## src/rtl/kdls_pkg.sv

```systemverilog
// Shared types, widths and constants for the key debounce lockout scanner.
package kdls_pkg;

  localparam int unsigned NUM_CELLS_DEF = 16;
  localparam int unsigned LEVEL_W       = 16;
  localparam int unsigned TIME_W        = 64;
  localparam int unsigned CFG_W         = 24;
  localparam int unsigned COUNT_W       = 32;
  localparam int unsigned CFG_IDX_W     = 2;

  // Item function codes.
  localparam logic FUNC_SCAN   = 1'b0;
  localparam logic FUNC_RESYNC = 1'b1;

  // Configuration register indexes.
  localparam logic [CFG_IDX_W-1:0] REG_SETTLE  = 2'd0;
  localparam logic [CFG_IDX_W-1:0] REG_GIVEUP  = 2'd1;
  localparam logic [CFG_IDX_W-1:0] REG_LOCKOUT = 2'd2;

  // Reset values of the configuration registers.
  localparam logic [CFG_W-1:0] SETTLE_RST  = 24'd5000;
  localparam logic [CFG_W-1:0] GIVEUP_RST  = 24'd50000;
  localparam logic [CFG_W-1:0] LOCKOUT_RST = 24'd30000;

  typedef struct packed {
    logic               func;
    logic [LEVEL_W-1:0] cell_levels_n;
    logic [TIME_W-1:0]  time_us;
  } in_item_t;

  typedef struct packed {
    logic [LEVEL_W-1:0] key_down_mask;
    logic [LEVEL_W-1:0] held_keys;
    logic [COUNT_W-1:0] total_presses;
  } out_item_t;

  typedef struct packed {
    logic [CFG_W-1:0] release_settle_us;
    logic [CFG_W-1:0] release_giveup_us;
    logic [CFG_W-1:0] press_lockout_us;
  } cfg_t;

  typedef struct packed {
    logic key_down;
    logic held;
  } lane_stat_t;

endpackage

```

## src/rtl/kdls_lane.sv

```systemverilog
// Per-cell debounce and lockout lane: one cell's state and its update.
module kdls_lane (
  input  logic                     clk,
  input  logic                     rst_n,
  input  logic                     step_en,
  input  logic                     func,
  input  logic                     pressed,
  input  logic [kdls_pkg::TIME_W-1:0] now,
  input  kdls_pkg::cfg_t           cfg,
  output kdls_pkg::lane_stat_t     stat
);

  logic                        held_r, held_nxt;
  logic                        open_seen_r, open_seen_nxt;
  logic [kdls_pkg::TIME_W-1:0] lockout_end_r, lockout_end_nxt;
  logic [kdls_pkg::TIME_W-1:0] last_closed_r, last_closed_nxt;
  logic [kdls_pkg::TIME_W-1:0] first_open_r, first_open_nxt;
  logic [kdls_pkg::TIME_W-1:0] first_open_eff;
  logic                        settle_hit;
  logic                        giveup_hit;
  logic                        key_down;

  // The first open reading of a held cell starts the give-up window now.
  assign first_open_eff = open_seen_r ? first_open_r : now;
  assign settle_hit = (now - last_closed_r) >=
                      kdls_pkg::TIME_W'(cfg.release_settle_us);
  assign giveup_hit = (now - first_open_eff) >=
                      kdls_pkg::TIME_W'(cfg.release_giveup_us);

  always_comb begin
    held_nxt        = held_r;
    open_seen_nxt   = open_seen_r;
    lockout_end_nxt = lockout_end_r;
    last_closed_nxt = last_closed_r;
    first_open_nxt  = first_open_r;
    key_down        = 1'b0;
    if (func == kdls_pkg::FUNC_RESYNC) begin
      held_nxt        = pressed;
      open_seen_nxt   = 1'b0;
      lockout_end_nxt = now;
      last_closed_nxt = now;
      first_open_nxt  = now;
    end else if (held_r) begin
      if (pressed) begin
        last_closed_nxt = now;
      end else begin
        open_seen_nxt  = 1'b1;
        first_open_nxt = first_open_eff;
        if (settle_hit || giveup_hit) begin
          held_nxt      = 1'b0;
          open_seen_nxt = 1'b0;
        end
      end
    end else if (pressed && (now >= lockout_end_r)) begin
      held_nxt        = 1'b1;
      open_seen_nxt   = 1'b0;
      last_closed_nxt = now;
      lockout_end_nxt = now + kdls_pkg::TIME_W'(cfg.press_lockout_us);
      key_down        = 1'b1;
    end
  end

  always_ff @(posedge clk) begin
    if (!rst_n) begin
      held_r        <= 1'b0;
      open_seen_r   <= 1'b0;
      lockout_end_r <= '0;
      last_closed_r <= '0;
      first_open_r  <= '0;
    end else if (step_en) begin
      held_r        <= held_nxt;
      open_seen_r   <= open_seen_nxt;
      lockout_end_r <= lockout_end_nxt;
      last_closed_r <= last_closed_nxt;
      first_open_r  <= first_open_nxt;
    end
  end

  assign stat.key_down = key_down;
  assign stat.held     = held_nxt;

endmodule

```

## config.mk

```make
export PLATFORM = sky130hd
export DESIGN_NAME = kdls_lane
export DESIGN_NICKNAME = d
export VERILOG_FILES = /design/src/rtl/kdls_pkg.sv /design/src/rtl/kdls_lane.sv
export SDC_FILE = /design/constraint.sdc
export NUM_CORES = 1
export LEC_CHECK = 0
export BUFFER_PORTS_ARGS = -buffer_cell sky130_fd_sc_hd__buf_2
export CORE_ASPECT_RATIO = 1.25
export CORE_MARGIN = 3
export CORE_UTILIZATION = 45
export DETAILED_ROUTE_END_ITERATION = 8
export PLACE_DENSITY = 0.69
export SLEW_MARGIN = 40
export SYNTH_ARGS = -nofsm -noshare
export SYNTH_HDL_FRONTEND = slang
export SYNTH_SLANG_ARGS = --single-unit
```

## constraint.sdc

```tcl
create_clock -name clk -period 7.3 [get_ports clk]
set_input_delay 0.73 -clock clk [delete_from_list [all_inputs] [get_ports clk]]
set_output_delay 0.73 -clock clk [all_outputs]
set_load 0.02 [all_outputs]
```

* Word level (Yosys, flattened, before mapping)
Index checks and enable logic that the tools add are counted.
Widths: inputs -> output; s select.
** Cells by class
- Reduce and logical (&&, ||, !) cells :: 9
- Magnitude comparators :: 3
- Add/sub/neg operators :: 3
- Muxes and demuxes :: 22
- Equality and inequality tests :: 4
** Operator list (count)
- $mux 64 :: 11
- $ge 64x24->1 :: 2
- $sub 64x64->64 :: 2
- $add 64x24->64 :: 1
- $ge 64x64->1 :: 1
- $reduce_and 3->1 :: 4
- $mux 1 :: 11
- $ne 3x3->1 const B :: 2
- $ne 2x2->1 const B :: 2
- $reduce_bool 2->1 :: 2
- $reduce_bool 3->1 :: 1
- $logic_and 1x1->1 :: 1
- $logic_or 1x1->1 :: 1
** Storage, ports and cells
- Bits in registers :: 194
- Word-level logic and storage cells :: 46

* Longest topological paths before layout
- Depth in word-level cells :: 8
- Gate-level depth with buffers :: 30
- Mapped depth without buffers :: 27

* Worst setup path after synthesis
No wires, ideal clock.
- Path kind :: flip-flop to output port
- Start point :: register open_seen_r
- End point :: output stat[0] (netlist name)
- Data required time :: 6570 ps
- Stages on the path, launching flop included :: 26
- Slack :: 1222 ps
- Arrival time :: 5348 ps
- Cells stage by stage :: dfxtp_1 -> clkbuf_1 -> buf_6 -> clkbuf_1 -> mux2i_1 -> ha_1 -> and2_4 -> a221o_1 -> nor2_4 -> o31ai_4 -> a41oi_1 -> o21ai_0 -> xor2_1 -> ha_1 -> nor3_1 -> o21ai_0 -> or4_1 -> nor4_1 -> o2111ai_1 -> nor4_1 -> nand4_1 -> nor4_2 -> nand4_1 -> nor4_2 -> o21a_1 -> buf_4
** On the way
- Cells in the longest elaborated chain, start to end :: 8
** Ends and longest elaborated chain
- from (decl) :: line kdls_lane.sv:14 : logic open_seen_r, open_seen_nxt;
- from (signal assigned) :: line kdls_lane.sv:72 : open_seen_r <= open_seen_nxt;
- $mux 64 :: line kdls_lane.sv:24 : assign first_open_eff = open_seen_r ? first_open_r : now;
- $sub 64x64->64 :: line kdls_lane.sv:27 : assign giveup_hit = (now - first_open_eff) >=
- $ge 64x24->1 :: line kdls_lane.sv:27
- $logic_or 1x1->1 :: line kdls_lane.sv:49 : if (settle_hit || giveup_hit) begin
- $mux 1 :: line kdls_lane.sv:49
- $mux 1 :: line kdls_lane.sv:44 : if (pressed) begin
- $mux 1 :: line kdls_lane.sv:43 : end else if (held_r) begin
- $mux 1 :: line kdls_lane.sv:37 : if (func == kdls_pkg::FUNC_RESYNC) begin
- to (decl) :: line kdls_lane.sv:10 : output kdls_pkg::lane_stat_t stat
Every way passes these cells.

==> impl_metrics.toml <==
[run_status]
status = "completed"

[sta]
worst_pin_slew_ps = 888
whs_ps = 459
min_period_ps = 6810
report.final.hold_viol_count = 0
finalClockSkew_ps = 11.2
max_slew_margin = 0.402
slew_violations = 0
layout_worst_path_cycle_share = 0.933
fmaxAchievable_mhz = 147
rsz0062_at_grt = "false"
tns_ps = 0
setup_viol = 0

[place]
gp_congestion = 1.04
postPlaceCellArea_sq_um = 22800
hpwl_microns = 64100
placed_cells = 3677
portBuffers = 142

[critical_path]
cp_max_fo = 14
required_ps = 6570
end_kind = "output pin"
critPathKind = "reg2out"
cp-start-kind = "flip-flop"
arrival_ps = 6080
r2r_cells = 23

[logic_synthesis]
ys.flop_type = "dfxtp_1"
synth_area_sq_um = 21900
synthTopCellsByArea = "dfxtp_1, ha_1, nand2_1"
seq_area_frac_synth = 0.178
synth_edf_count = 0
avgSynthCellArea_sq_um = 7.17
ys_async_sr_fraction = 0
synth_top_area_cell = "dfxtp_1"
ys_ff_latch = 194
syn_nets = 3459
postSynthCellCount = 3051
ys.warnings.count = 0
yosysUniqueCellTypes = 102
yosysTopAreaCellShare = 0.178

[hold_path]
hold_class = "reg2reg"
whs_path_depth = 2

[pwr]
pwr-share-clk = 0.256
power-per-cell-area_nw_per_um2 = 170
switching_power_uw = 1680
p_leak_uw = 0.00948
irDropWorstVdd_uv = 161
pwr-share-seq = 0.296
p_comb_frac = 0.448
switching_share = 0.423
p_int_uw = 2290

[floorplan]
die_area_sq_um = 51300
die_h_microns = 253
die_x_microns = 203
start_util = 0.459
rows = 89
io_pins = 143
coreArea_sq_um = 47700

[global_route]
overflow = 0
gr-usage-all-layers = 0.298
grt_pass1_wl_microns = 121000
grt_start_max_net_pins = 141
antenna_found_initial = 3
grt_pass1_vias = 22000

[finish]
fin_nets = 3468
seq_area_sq_um = 3890
fin_cells = 3712
nFillCells = 4905
area_growth_pct = 6.94
drive_above_1_share = 0.0827
final_area_sq_um = 23400
final_common_cell = "nand2_1"
layout_common_cells = "nand2_1, ha_1, a21oi_1"
multi_input_area_sq_um = 16400

[clock_tree]
cts_buffer_depth = 2
cts_setup_buffers = 0
htree_levels = 4
ctsHoldBuffers = 0
cts_buffers = 17
cts_sinks = 194
cts-root-buf = "clkbuf_16"
tritoncts = "done"
cts_resized = 0
clk_pin_slew_ps = 70
clk_latency_ps = 470

[detailed_routing]
first_pass_iters = 7
ant_nets = 0
drcViolationCount = 0
routedWlPerCell_microns = 21.3
drt_wl_total_microns = 79000
drt_iter0_drc = 1992
vias = 22900
viasPerCell = 6.17

[run]
cap_viol_max_count = 0
[registers in the layout, summed over array words and instances (netlist names)]
| register | count |
|---|---|
| last_closed_r | 64 |
| lockout_end_r | 64 |
| open_seen_r | 1 |
| held_r | 1 |
| first_open_r | 64 |
[layout make-up]
| class | count | area share |
|---|---|---|
| multi-input combinational | 2463 | 0.701 |
| sequential | 194 | 0.166 |
| antenna | 2 | 0.000214 |
| clock buffer | 21 | 0.0193 |
| tap | 637 | 0.0341 |
| inverter | 231 | 0.0371 |
| clock inverter | 11 | 0.00626 |
| timing repair buffer | 153 | 0.0356 |
[per-stage QoR]
stage                     utilization  setup slack [ps]  total power [uW]
after detailed placement        0.478               757              2940
after global placement          0.477               881              2910
after floorplan                     -              1220              2410
after global routing            0.491              38.1              4210
after CTS                       0.490               435              3960
final                           0.491               489              3980
[cells in the mapped netlist, drive strengths merged, types with 7 or more instances]
library cell / n
nand4: 91
nor3: 55
a21o: 67
nor4b: 7
nand2b: 14
o21bai: 29
nor2b: 20
o31ai: 8
inv: 231
xnor2: 71
o22ai: 11
nor4: 21
o2111ai: 11
a2111oi: 8
a31oi: 21
or3: 9
and2: 14
or4: 7
a21boi: 80
o211a: 27
clkbuf: 104
nand2: 459
and3: 13
a21oi: 262
xor2: 78
nor2: 169
a211oi: 24
buf: 58
and4: 10
mux2i: 70
dfxtp: 194
nand3: 132
ha: 264
a221oi: 9
a22oi: 7
o211ai: 38
o21ai: 248
o21a: 31
[worst paths after layout]
kind	slack [ps]	startpoint	to
hold / removal	460	lockout_end_r[41]	lockout_end_r[41]
setup reg to reg	1420	open_seen_r	open_seen_r
setup / recovery	490	open_seen_r	stat[0]
hold reg to reg	460	lockout_end_r[41]	lockout_end_r[41]
[cell families after synthesis]
group | after synthesis | synth area share
and+or+nand+nor | 1035 | 0.221
AOI/OAI and AO/OA | 937 | 0.278
buffers and inverters | 394 | 0.0751
adders and majority gates | 267 | 0.154
DFF | 194 | 0.178
xor gates and xnor gates | 149 | 0.0596
muxes | 75 | 0.0346
[worst max-delay path: stages (launching register included)]
cell       delay (ps)
dfxtp_4           520
mux2i_1           300
ha_1              310
and2_4            170
a221o_1           350
nor2_4            180
o31ai_4           110
a41oi_1           310
o21ai_0           160
xor2_1            170
ha_1              200
nor3_1            160
o21ai_0           110
or4_1             510
nor4_1            260
o2111ai_1         170
nor4_1            300
nand4_1           220
nor4_2            310
nand4_1           130
nor4_2            170
buf_4             200
o21a_1            140
buf_2             160
[metal layers]
layer  track usage  wire length, microns
met4         0.211                  6440
met1         0.331                 30100
met3        0.0392                  4250
met5             0                    13
met2         0.523                 38200
[power by group through the flow]
stage | Clock (uW) | Sequential [uW] | Combinational [uW]
finish | 1020 | 1180 | 1780
floorplan | 0 | 1190 | 1220
global route | 1070 | 1190 | 1950
CTS | 1030 | 1180 | 1750
global placement | 0 | 1200 | 1710
detailed placement | 0 | 1200 | 1740
Note: power is estimated with default switching activity, not from simulation.
