<file path="src/rtl/kdls_pkg.sv">
// Shared types, widths and constants for the key debounce lockout scanner.
package kdls_pkg;

  localparam int unsigned NUM_CELLS_DEF = 16;
  localparam int unsigned LEVEL_W       = 16;
  localparam int unsigned TIME_W        = 64;
  localparam int unsigned CFG_W         = 24;
  localparam int unsigned COUNT_W       = 32;
  localparam int unsigned CFG_IDX_W     = 2;

  // Item function codes.
  localparam logic FUNC_SCAN   = 1'b0;
  localparam logic FUNC_RESYNC = 1'b1;

  // Configuration register indexes.
  localparam logic [CFG_IDX_W-1:0] REG_SETTLE  = 2'd0;
  localparam logic [CFG_IDX_W-1:0] REG_GIVEUP  = 2'd1;
  localparam logic [CFG_IDX_W-1:0] REG_LOCKOUT = 2'd2;

  // Reset values of the configuration registers.
  localparam logic [CFG_W-1:0] SETTLE_RST  = 24'd5000;
  localparam logic [CFG_W-1:0] GIVEUP_RST  = 24'd50000;
  localparam logic [CFG_W-1:0] LOCKOUT_RST = 24'd30000;

  typedef struct packed {
    logic               func;
    logic [LEVEL_W-1:0] cell_levels_n;
    logic [TIME_W-1:0]  time_us;
  } in_item_t;

  typedef struct packed {
    logic [LEVEL_W-1:0] key_down_mask;
    logic [LEVEL_W-1:0] held_keys;
    logic [COUNT_W-1:0] total_presses;
  } out_item_t;

  typedef struct packed {
    logic [CFG_W-1:0] release_settle_us;
    logic [CFG_W-1:0] release_giveup_us;
    logic [CFG_W-1:0] press_lockout_us;
  } cfg_t;

  typedef struct packed {
    logic key_down;
    logic held;
  } lane_stat_t;

endpackage

</file>
<file path="src/rtl/kdls_merge.sv">
// Merge stage: counts lane presses, forms the result and queues it for output.
module kdls_merge #(
  parameter int unsigned NUM_CELLS = kdls_pkg::NUM_CELLS_DEF
) (
  input  logic                    clk,
  input  logic                    rst_n,
  input  logic                    push,
  input  logic                    func,
  input  logic [NUM_CELLS-1:0]    key_down,
  input  logic [NUM_CELLS-1:0]    held,
  output logic                    push_ready,
  output logic                    out_valid,
  input  logic                    out_ready,
  output kdls_pkg::out_item_t     out_data
);

  localparam int unsigned CNT_W = $clog2(NUM_CELLS + 1);

  logic [kdls_pkg::COUNT_W-1:0] count_r, count_nxt;
  logic [CNT_W-1:0]             presses;
  logic [kdls_pkg::LEVEL_W-1:0] down_mask;
  logic [kdls_pkg::LEVEL_W-1:0] held_mask;
  kdls_pkg::out_item_t          result;

  // Two-entry result queue so a stalled receiver does not stop intake at once.
  kdls_pkg::out_item_t q_r [2];
  logic                wr_ptr_r, rd_ptr_r;
  logic [1:0]          fill_r;
  logic                pop;

  always_comb begin
    presses = '0;
    for (int i = 0; i < NUM_CELLS; i++) begin
      presses = presses + CNT_W'(key_down[i]);
    end
  end

  for (genvar g = 0; g < kdls_pkg::LEVEL_W; g++) begin : g_mask
    if (g < NUM_CELLS) begin : g_live
      assign down_mask[g] = key_down[g];
      assign held_mask[g] = held[g];
    end else begin : g_none
      assign down_mask[g] = 1'b0;
      assign held_mask[g] = 1'b0;
    end
  end

  assign count_nxt = (func == kdls_pkg::FUNC_RESYNC) ? '0 :
                     count_r + kdls_pkg::COUNT_W'(presses);

  assign result.key_down_mask = down_mask;
  assign result.held_keys     = held_mask;
  assign result.total_presses = count_nxt;

  assign push_ready = (fill_r != 2'd2);
  assign out_valid  = (fill_r != 2'd0);
  assign out_data   = q_r[rd_ptr_r];
  assign pop        = out_valid && out_ready;

  always_ff @(posedge clk) begin
    if (!rst_n) begin
      count_r  <= '0;
      wr_ptr_r <= 1'b0;
      rd_ptr_r <= 1'b0;
      fill_r   <= 2'd0;
    end else begin
      if (push) begin
        count_r  <= count_nxt;
        wr_ptr_r <= ~wr_ptr_r;
      end
      if (pop) begin
        rd_ptr_r <= ~rd_ptr_r;
      end
      if (push && !pop) begin
        fill_r <= fill_r + 2'd1;
      end else if (pop && !push) begin
        fill_r <= fill_r - 2'd1;
      end
    end
  end

  always_ff @(posedge clk) begin
    if (push) begin
      q_r[wr_ptr_r] <= result;
    end
  end

endmodule

</file>
<file path="config.mk">
export PLATFORM = sky130hd
export DESIGN_NAME = kdls_merge
export DESIGN_NICKNAME = d
export VERILOG_FILES = /design/src/rtl/kdls_pkg.sv /design/src/rtl/kdls_merge.sv
export SDC_FILE = /design/constraint.sdc
export NUM_CORES = 1
export LEC_CHECK = 0
export BUFFER_PORTS_ARGS = -buffer_cell sky130_fd_sc_hd__buf_4
export CAP_MARGIN = 10
export CORE_UTILIZATION = 45
export CTS_CLUSTER_DIAMETER = 50
export DETAILED_ROUTE_END_ITERATION = 6
export MAX_ROUTING_LAYER = met4
export SLEW_MARGIN = 20
export SYNTH_ARGS = -nofsm -noshare
export SYNTH_HDL_FRONTEND = slang
export SYNTH_SLANG_ARGS = --single-unit
</file>
<file path="constraint.sdc">
create_clock -name clk -period 14.8 [get_ports clk]
set_input_delay 2.22 -clock clk [delete_from_list [all_inputs] [get_ports clk]]
set_output_delay 2.22 -clock clk [all_outputs]
set_load 0.05 [all_outputs]
</file>
* Word-level counts from Yosys, hierarchy flattened
Memory sizes are Yosys's and may differ from the RTL's. A register that Yosys moved wholly into a read port is not among the register bits.
Cells that the tools add are included.
** Storage, ports and cells
- Register bits :: 36
- Memory bits (writable) :: 128
- Input bits :: 37
- Output and inout bits :: 66
- Word-level logic and storage cells :: 40
- Memories :: 1
** Cells by class
- $add $sub $neg :: 18
- Eq/ne operators :: 1
- Mux-type cells :: 7
- Bitwise gates (word level) :: 2
- Reduce and logical (&&, ||, !) cells :: 7
** Memory list
- q_r :: depth 2, width 64, read ports 1, clocked after Yosys merged registers in 1, wr ports 1, RTL line kdls_merge.sv:26 : kdls_pkg::out_item_t q_r [2];
** Operator list (count)
- $add 5x1->5 :: 11
- $add 32x5->32 :: 1
- $mux 32 :: 1
- $add 4x1->5 :: 1
- $add 3x1->4 :: 1
- $mux 1 :: 4
- $mux 2 :: 2
- $reduce_bool 2->1 :: 2
- $add 2x1->3 :: 1
- $logic_and 1x1->1 :: 3
- $add 1x1->2 :: 1
- $add 2x1->2 const B :: 1
- $logic_not 1->1 :: 2
- $ne 2x2->1 const B :: 1
- $not 1->1 :: 2
- $sub 2x1->2 const B :: 1

* Depth between registers and ports, before layout
- Depth after elaboration :: 17
- Gate-level depth with buffers :: 16
- Mapped depth without buffers :: 14

* Worst setup path after synthesis
Ideal clock, no wire load.
- Path kind :: input-to-reg
- Start point :: in key_down[0]
- End point :: mem q_r[0][18] (netlist name) (data pin)
- Library setup time :: 270 ps
- Arrival time :: 6055 ps
- Required time :: 14530 ps
- Setup slack :: 8475 ps
- Stages on the path :: 15
- Buffers on the path :: 2
- Path through :: fa_1 inv_1 fa_1 fa_1 fa_1 fa_1 inv_1 fa_1 a211oi_1 o21bai_1 clkbuf_1 buf_1 nand4_1 xor2_1 nor2_1
** On the way
- Word-level cells in the longest chain between the ends :: 17
** Ends and longest elaborated chain
- from (decl) :: RTL line kdls_merge.sv:9 : input logic [NUM_CELLS-1:0] key_down,
- $add 1x1->2 :: RTL line kdls_merge.sv:34 : presses = presses + CNT_W'(key_down[i]);
- $add 2x1->3 :: RTL line kdls_merge.sv:34
- $add 3x1->4 :: RTL line kdls_merge.sv:34
- $add 4x1->5 :: RTL line kdls_merge.sv:34
- $add 5x1->5 (11 in series) :: RTL line kdls_merge.sv:34
- $add 32x5->32 :: RTL line kdls_merge.sv:49 : count_r + kdls_pkg::COUNT_W'(presses);
- $mux 32 :: RTL line kdls_merge.sv:48 : assign count_nxt = (func == kdls_pkg::FUNC_RESYNC) ? '0 :
- named net count_nxt, one bit :: RTL line kdls_merge.sv:19 : logic [kdls_pkg::COUNT_W-1:0] count_r, count_nxt;
- to (decl) :: RTL line kdls_merge.sv:26
The timed path passes the listed nets, and every way through them passes these cells.

* Final worst setup path
- Start point :: in key_down[0]
- End point :: reg count_r[16] (netlist name)
** On the way
- Word-level cells in the longest chain between the ends :: 17
** Ends and longest elaborated chain
- $add 1x1->2 :: RTL line kdls_merge.sv:34
- $add 2x1->3 :: RTL line kdls_merge.sv:34
- $add 3x1->4 :: RTL line kdls_merge.sv:34
- $add 4x1->5 :: RTL line kdls_merge.sv:34
- $add 5x1->5 (11 in series) :: RTL line kdls_merge.sv:34
- $add 32x5->32 :: RTL line kdls_merge.sv:49
- $mux 32 :: RTL line kdls_merge.sv:48
- to (signal assigned) :: RTL line kdls_merge.sv:68 : count_r <= count_nxt;
- to (decl) :: RTL line kdls_merge.sv:19
Every way passes these cells.
A chain may end at the register's enable or synchronous reset.

==> flow_metrics.py <==
metrics = {
    "power_and_ir_drop": {
        "clock_power_share_pct": 29.8,
        "pwr-share-seq_pct": 34.7,
        "switching_share_pct": 35.56,
        "p_int_w": 0.001058,
        "p_leak_nw": 3.349,
        "cellPowerDensity_mw_per_mm2": 178.4,
        "vdd_drop_max_mv": 0.1223,
        "power_frac_comb_pct": 35.5,
        "p_switching_w": 0.0005839,
    },
    "clocking": {
        "cts_resized": 0,
        "cts-buffers-inserted": 17,
        "clockBufferDepth": 2,
        "cts_tree": "yes",
        "cts_setup_buffers": 0,
        "cts_root_buf": "clkbuf_16",
        "path_clk_slew_ns": 0.06,
        "clkLatencyLatePin_ns": 0.42,
        "cts_sinks": 165,
        "htree_levels": 4,
        "cts_hold_buffers": 0,
    },
    "drt": {
        "vias": 5018,
        "ant_nets": 0,
        "dr.pass1.iters": 5,
        "drt_iter0_drc": 290,
        "vias_per_cell": 5.466,
        "drc": 0,
        "postRouteWirelength_um": 15600,
        "wl_per_cell_um": 16.99,
    },
    "logic_synthesis": {
        "synthMuxAreaShare_pct": 10.02,
        "synth_top_family_by_area": "simple AND/OR/NAND/NOR gates",
        "synth_seq_cells": 165,
        "synth_top_cell_by_area": "edfxtp_1",
        "ys.flop_type": "edfxtp_1",
        "ys_warn_count": 0,
        "yosys.area_share.adder_pct": 4.647,
        "synthXorXnorAreaFrac_pct": 2.884,
        "synth-simple-area-share_pct": 11.04,
        "seq_area_frac_synth_pct": 60.38,
        "netlist_area_sq_mm": 0.007592,
        "synthArstFlopShare_pct": 0,
        "synth_nets": 652,
        "synth_enable_flop_cells": 128,
        "synth_compound_area_share_pct": 7.614,
        "syn_inst": 594,
        "synth_top_area_share_pct": 50.63,
        "synth_cell_type_count": 54,
        "synth_area_leaders": "edfxtp_1 51%, dfxtp_1 9.8%, mux2_2 9.5%, fa_1 3.2%, nor2_1 2.1%",
        "avgSynthCellArea_sq_um": 12.78,
    },
    "placement": {
        "place_congestion": 0.8251,
        "dp_hpwl_um": 10170,
        "placed_cells": 886,
        "port_buffers": 102,
    },
    "layout": {
        "layout.nets": 743,
        "final_cells": 918,
        "n_fill_cell": 1410,
        "syn_to_final_growth_pct": 21.21,
        "drive_gt1_share_pct": 30.52,
        "diodes": 0,
    },
    "timing": {
        "hold_violations": 0,
        "final.setup_skew_ns": 0.01135,
        "setup_viol": 0,
        "clock.fmax_ghz": 0.1623,
        "tightestPinTransition_ns": 1.052,
        "fin_setup_tns_ns": 0,
        "fin_crit_ns": 6.162,
        "rsz0062_at_grt": "no",
        "slew_violations": 0,
        "period_share_pct": 41.64,
        "relSlewSlack_pct": 29.82,
    },
    "floorplan": {
        "die_h_um": 131.9,
        "pin_count": 103,
        "die_area_sq_mm": 0.01740,
        "start_util_pct": 45.95,
        "core_area_sq_mm": 0.01652,
        "rows": 47,
        "die_w_um": 131.9,
    },
    "flow_run": {
        "cap_violations": 0,
    },
    "setup_path": {
        "cp.arrival_ns": 6.50,
        "start_kind": "primary input",
        "crit_buf_inv": 4,
        "cp_slowest_cell": "fa_1",
        "max_stage_delay_ns": 0.55,
        "path_cells": "buf_4 > fa_1 > inv_1 > fa_1 > fa_1 > fa_1 > fa_1 > inv_1 > fa_1 > a211oi_1 > o21bai_1 > buf_4 > nand3_1 > or4_1 > a21oi_1",
        "crit_type": "primary input to flop",
        "cp.required_ns": 15.14,
        "cpMostUsedCell": "fa_1",
        "worst_path_dominant_cell_family": "adder cells",
        "endpoint_kind": "flop",
        "cp_max_fo": 20,
    },
    "grt": {
        "antenna_found_initial": 0,
        "grt_pass1_vias": 4982,
        "grtUsageTotal_pct": 19.22,
        "grt_max_degree": 58,
        "grt_overflow": 0,
        "grt_pass1_wl_um": 25320,
    },
    "outcome": {
        "status": "complete, no violations",
    },
    "worst_hold_path": {
        "holdCritPathClass": "flop to flop",
    },
}
final timing paths:
kind                            cells past startpoint     endpoint         from  slack (ns)
worst max-delay path                               15  count_r[16]  key_down[0]        8.64
worst min-delay path                                2   count_r[2]   count_r[2]        0.51
worst max register to register                     13  count_r[16]   count_r[0]       10.73
worst min register to register                      2   count_r[2]   count_r[2]        0.51
layout by cell type, fill, tap and decap left out, types with 3 or more instances in the layout:
cell type     n
xnor2_1      10
or3_1        15
inv_1        32
o21ai_0      20
o31a_1        4
nand4_1       9
nand3b_1      4
mux2_2       64
nor3_1       11
clkbuf_16    17
nand2_1      28
o2111ai_1     3
a21oi_1      23
xor2_1       15
inv_6         5
ha_1          9
and3_1        3
buf_4       106
clkinvlp_4    3
edfxtp_1    128
nor2_1       41
mux2i_1       4
dfxtp_1      36
o21a_1        4
and2_1        5
a211oi_1      5
or2_2         3
nor4_1        4
nand3_1      15
nor2b_1       8
bufinv_16     5
or4_1         4
a32o_1        3
a31oi_1      11
fa_1         12
worst register-to-register path, cell delays in order (launching register included):
cell and delay, ns:
dfxtp_1 0.35, inv_1 0.07, fa_1 0.51, fa_1 0.55, fa_1 0.44, fa_1 0.40, inv_1 0.08, fa_1 0.22
a211oi_1 0.11, o21bai_1 0.15, buf_4 0.27, nand3_1 0.20, or4_1 0.50, a21oi_1 0.14
synth_stat cells (2+ instances only):
cell       number
a211oi_1        5
a21o_1          2
a21oi_1        23
a31oi_1        11
a32o_1          3
a41oi_1         2
and2_1          6
and3_1          3
buf_1           4
buf_2           4
clkbuf_1       24
clkbuf_2        2
dfxtp_1        37
edfxtp_1      128
fa_1           12
ha_1            9
inv_1          32
mux2_2         64
mux2i_1         4
nand2_1        28
nand2b_1        2
nand3_1        15
nand3b_1        4
nand4_1         9
nor2_1         42
nor2b_1         8
nor3_1         11
nor4_1          4
o2111ai_1       3
o211ai_1        2
o21a_1          4
o21ai_0        20
o31a_1          4
or2_2           3
or3_1          15
or4_1           4
xnor2_1        10
xor2_1         15
final cells by class:
class	count	area, sq um	share of cell area (%)
Sequential cell	165	4586	49.83
Multi-Input combinational cell	362	2758	29.97
Timing Repair Buffer	106	795.8	8.647
Clock buffer	17	425.4	4.623
Tap cell	220	275.3	2.991
Clock inverter	15	239.0	2.597
Inverter	33	123.9	1.346
layer usage:
| layer | part of all wire [%] | global-route usage (%) | vias to the layer above | routed length (um) |
|---|---|---|---|---|
| met4 | 0.55 | 4.845 | 0 | 85 |
| met3 | 4.9 | 4.537 | 7 | 757 |
| li1 | - | - | 2364 | - |
| met1 | 46 | 24.90 | 2514 | 7203 |
| met2 | 48 | 30.45 | 133 | 7550 |
| met5 | 0 | - | - | 0 |
power by group through the flow:
stage | sequential (W) | combinational, W | clock [W]
2_1_floorplan | 0.000566 | 0.000447 | 0
3_3_place_gp | 0.000577 | 0.000580 | 0
3_5_place_dp | 0.000580 | 0.000587 | 0
4_1_cts | 0.000570 | 0.000592 | 0.000500
5_1_grt | 0.000574 | 0.000625 | 0.000521
6_report | 0.000570 | 0.000583 | 0.000489
stage by stage:
step           total power (W)  worst slack [ns]  hold WS (ns)  cell area [sq um]  util (%)
2_1_floorplan         0.001013             8.475        0.4565               7592         -
3_3_place_gp          0.001157             8.287        0.4788               8538     51.67
3_5_place_dp          0.001167             8.216        0.4931               8538     51.67
4_1_cts               0.001662             8.639        0.5137               9203     55.69
5_1_grt               0.001719             8.390        0.5264               9203     55.69
6_report              0.001642             8.638        0.5084               9203     55.69
cell families after synthesis:
family | after synthesis
DFF | 165
and+or+nand+nor | 159
buffers and inverters | 67
xor gates and xnor gates | 25
adders and majority gates | 21
muxes | 68
AOI/OAI and AO/OA | 89
flip-flops by register name, indices dropped and copies added (netlist names), named ones only:
register,flops
count_r,32
rd_ptr_r,1
wr_ptr_r,1
q_r,128
fill_r,2
Power figures use the tool's default switching activity.
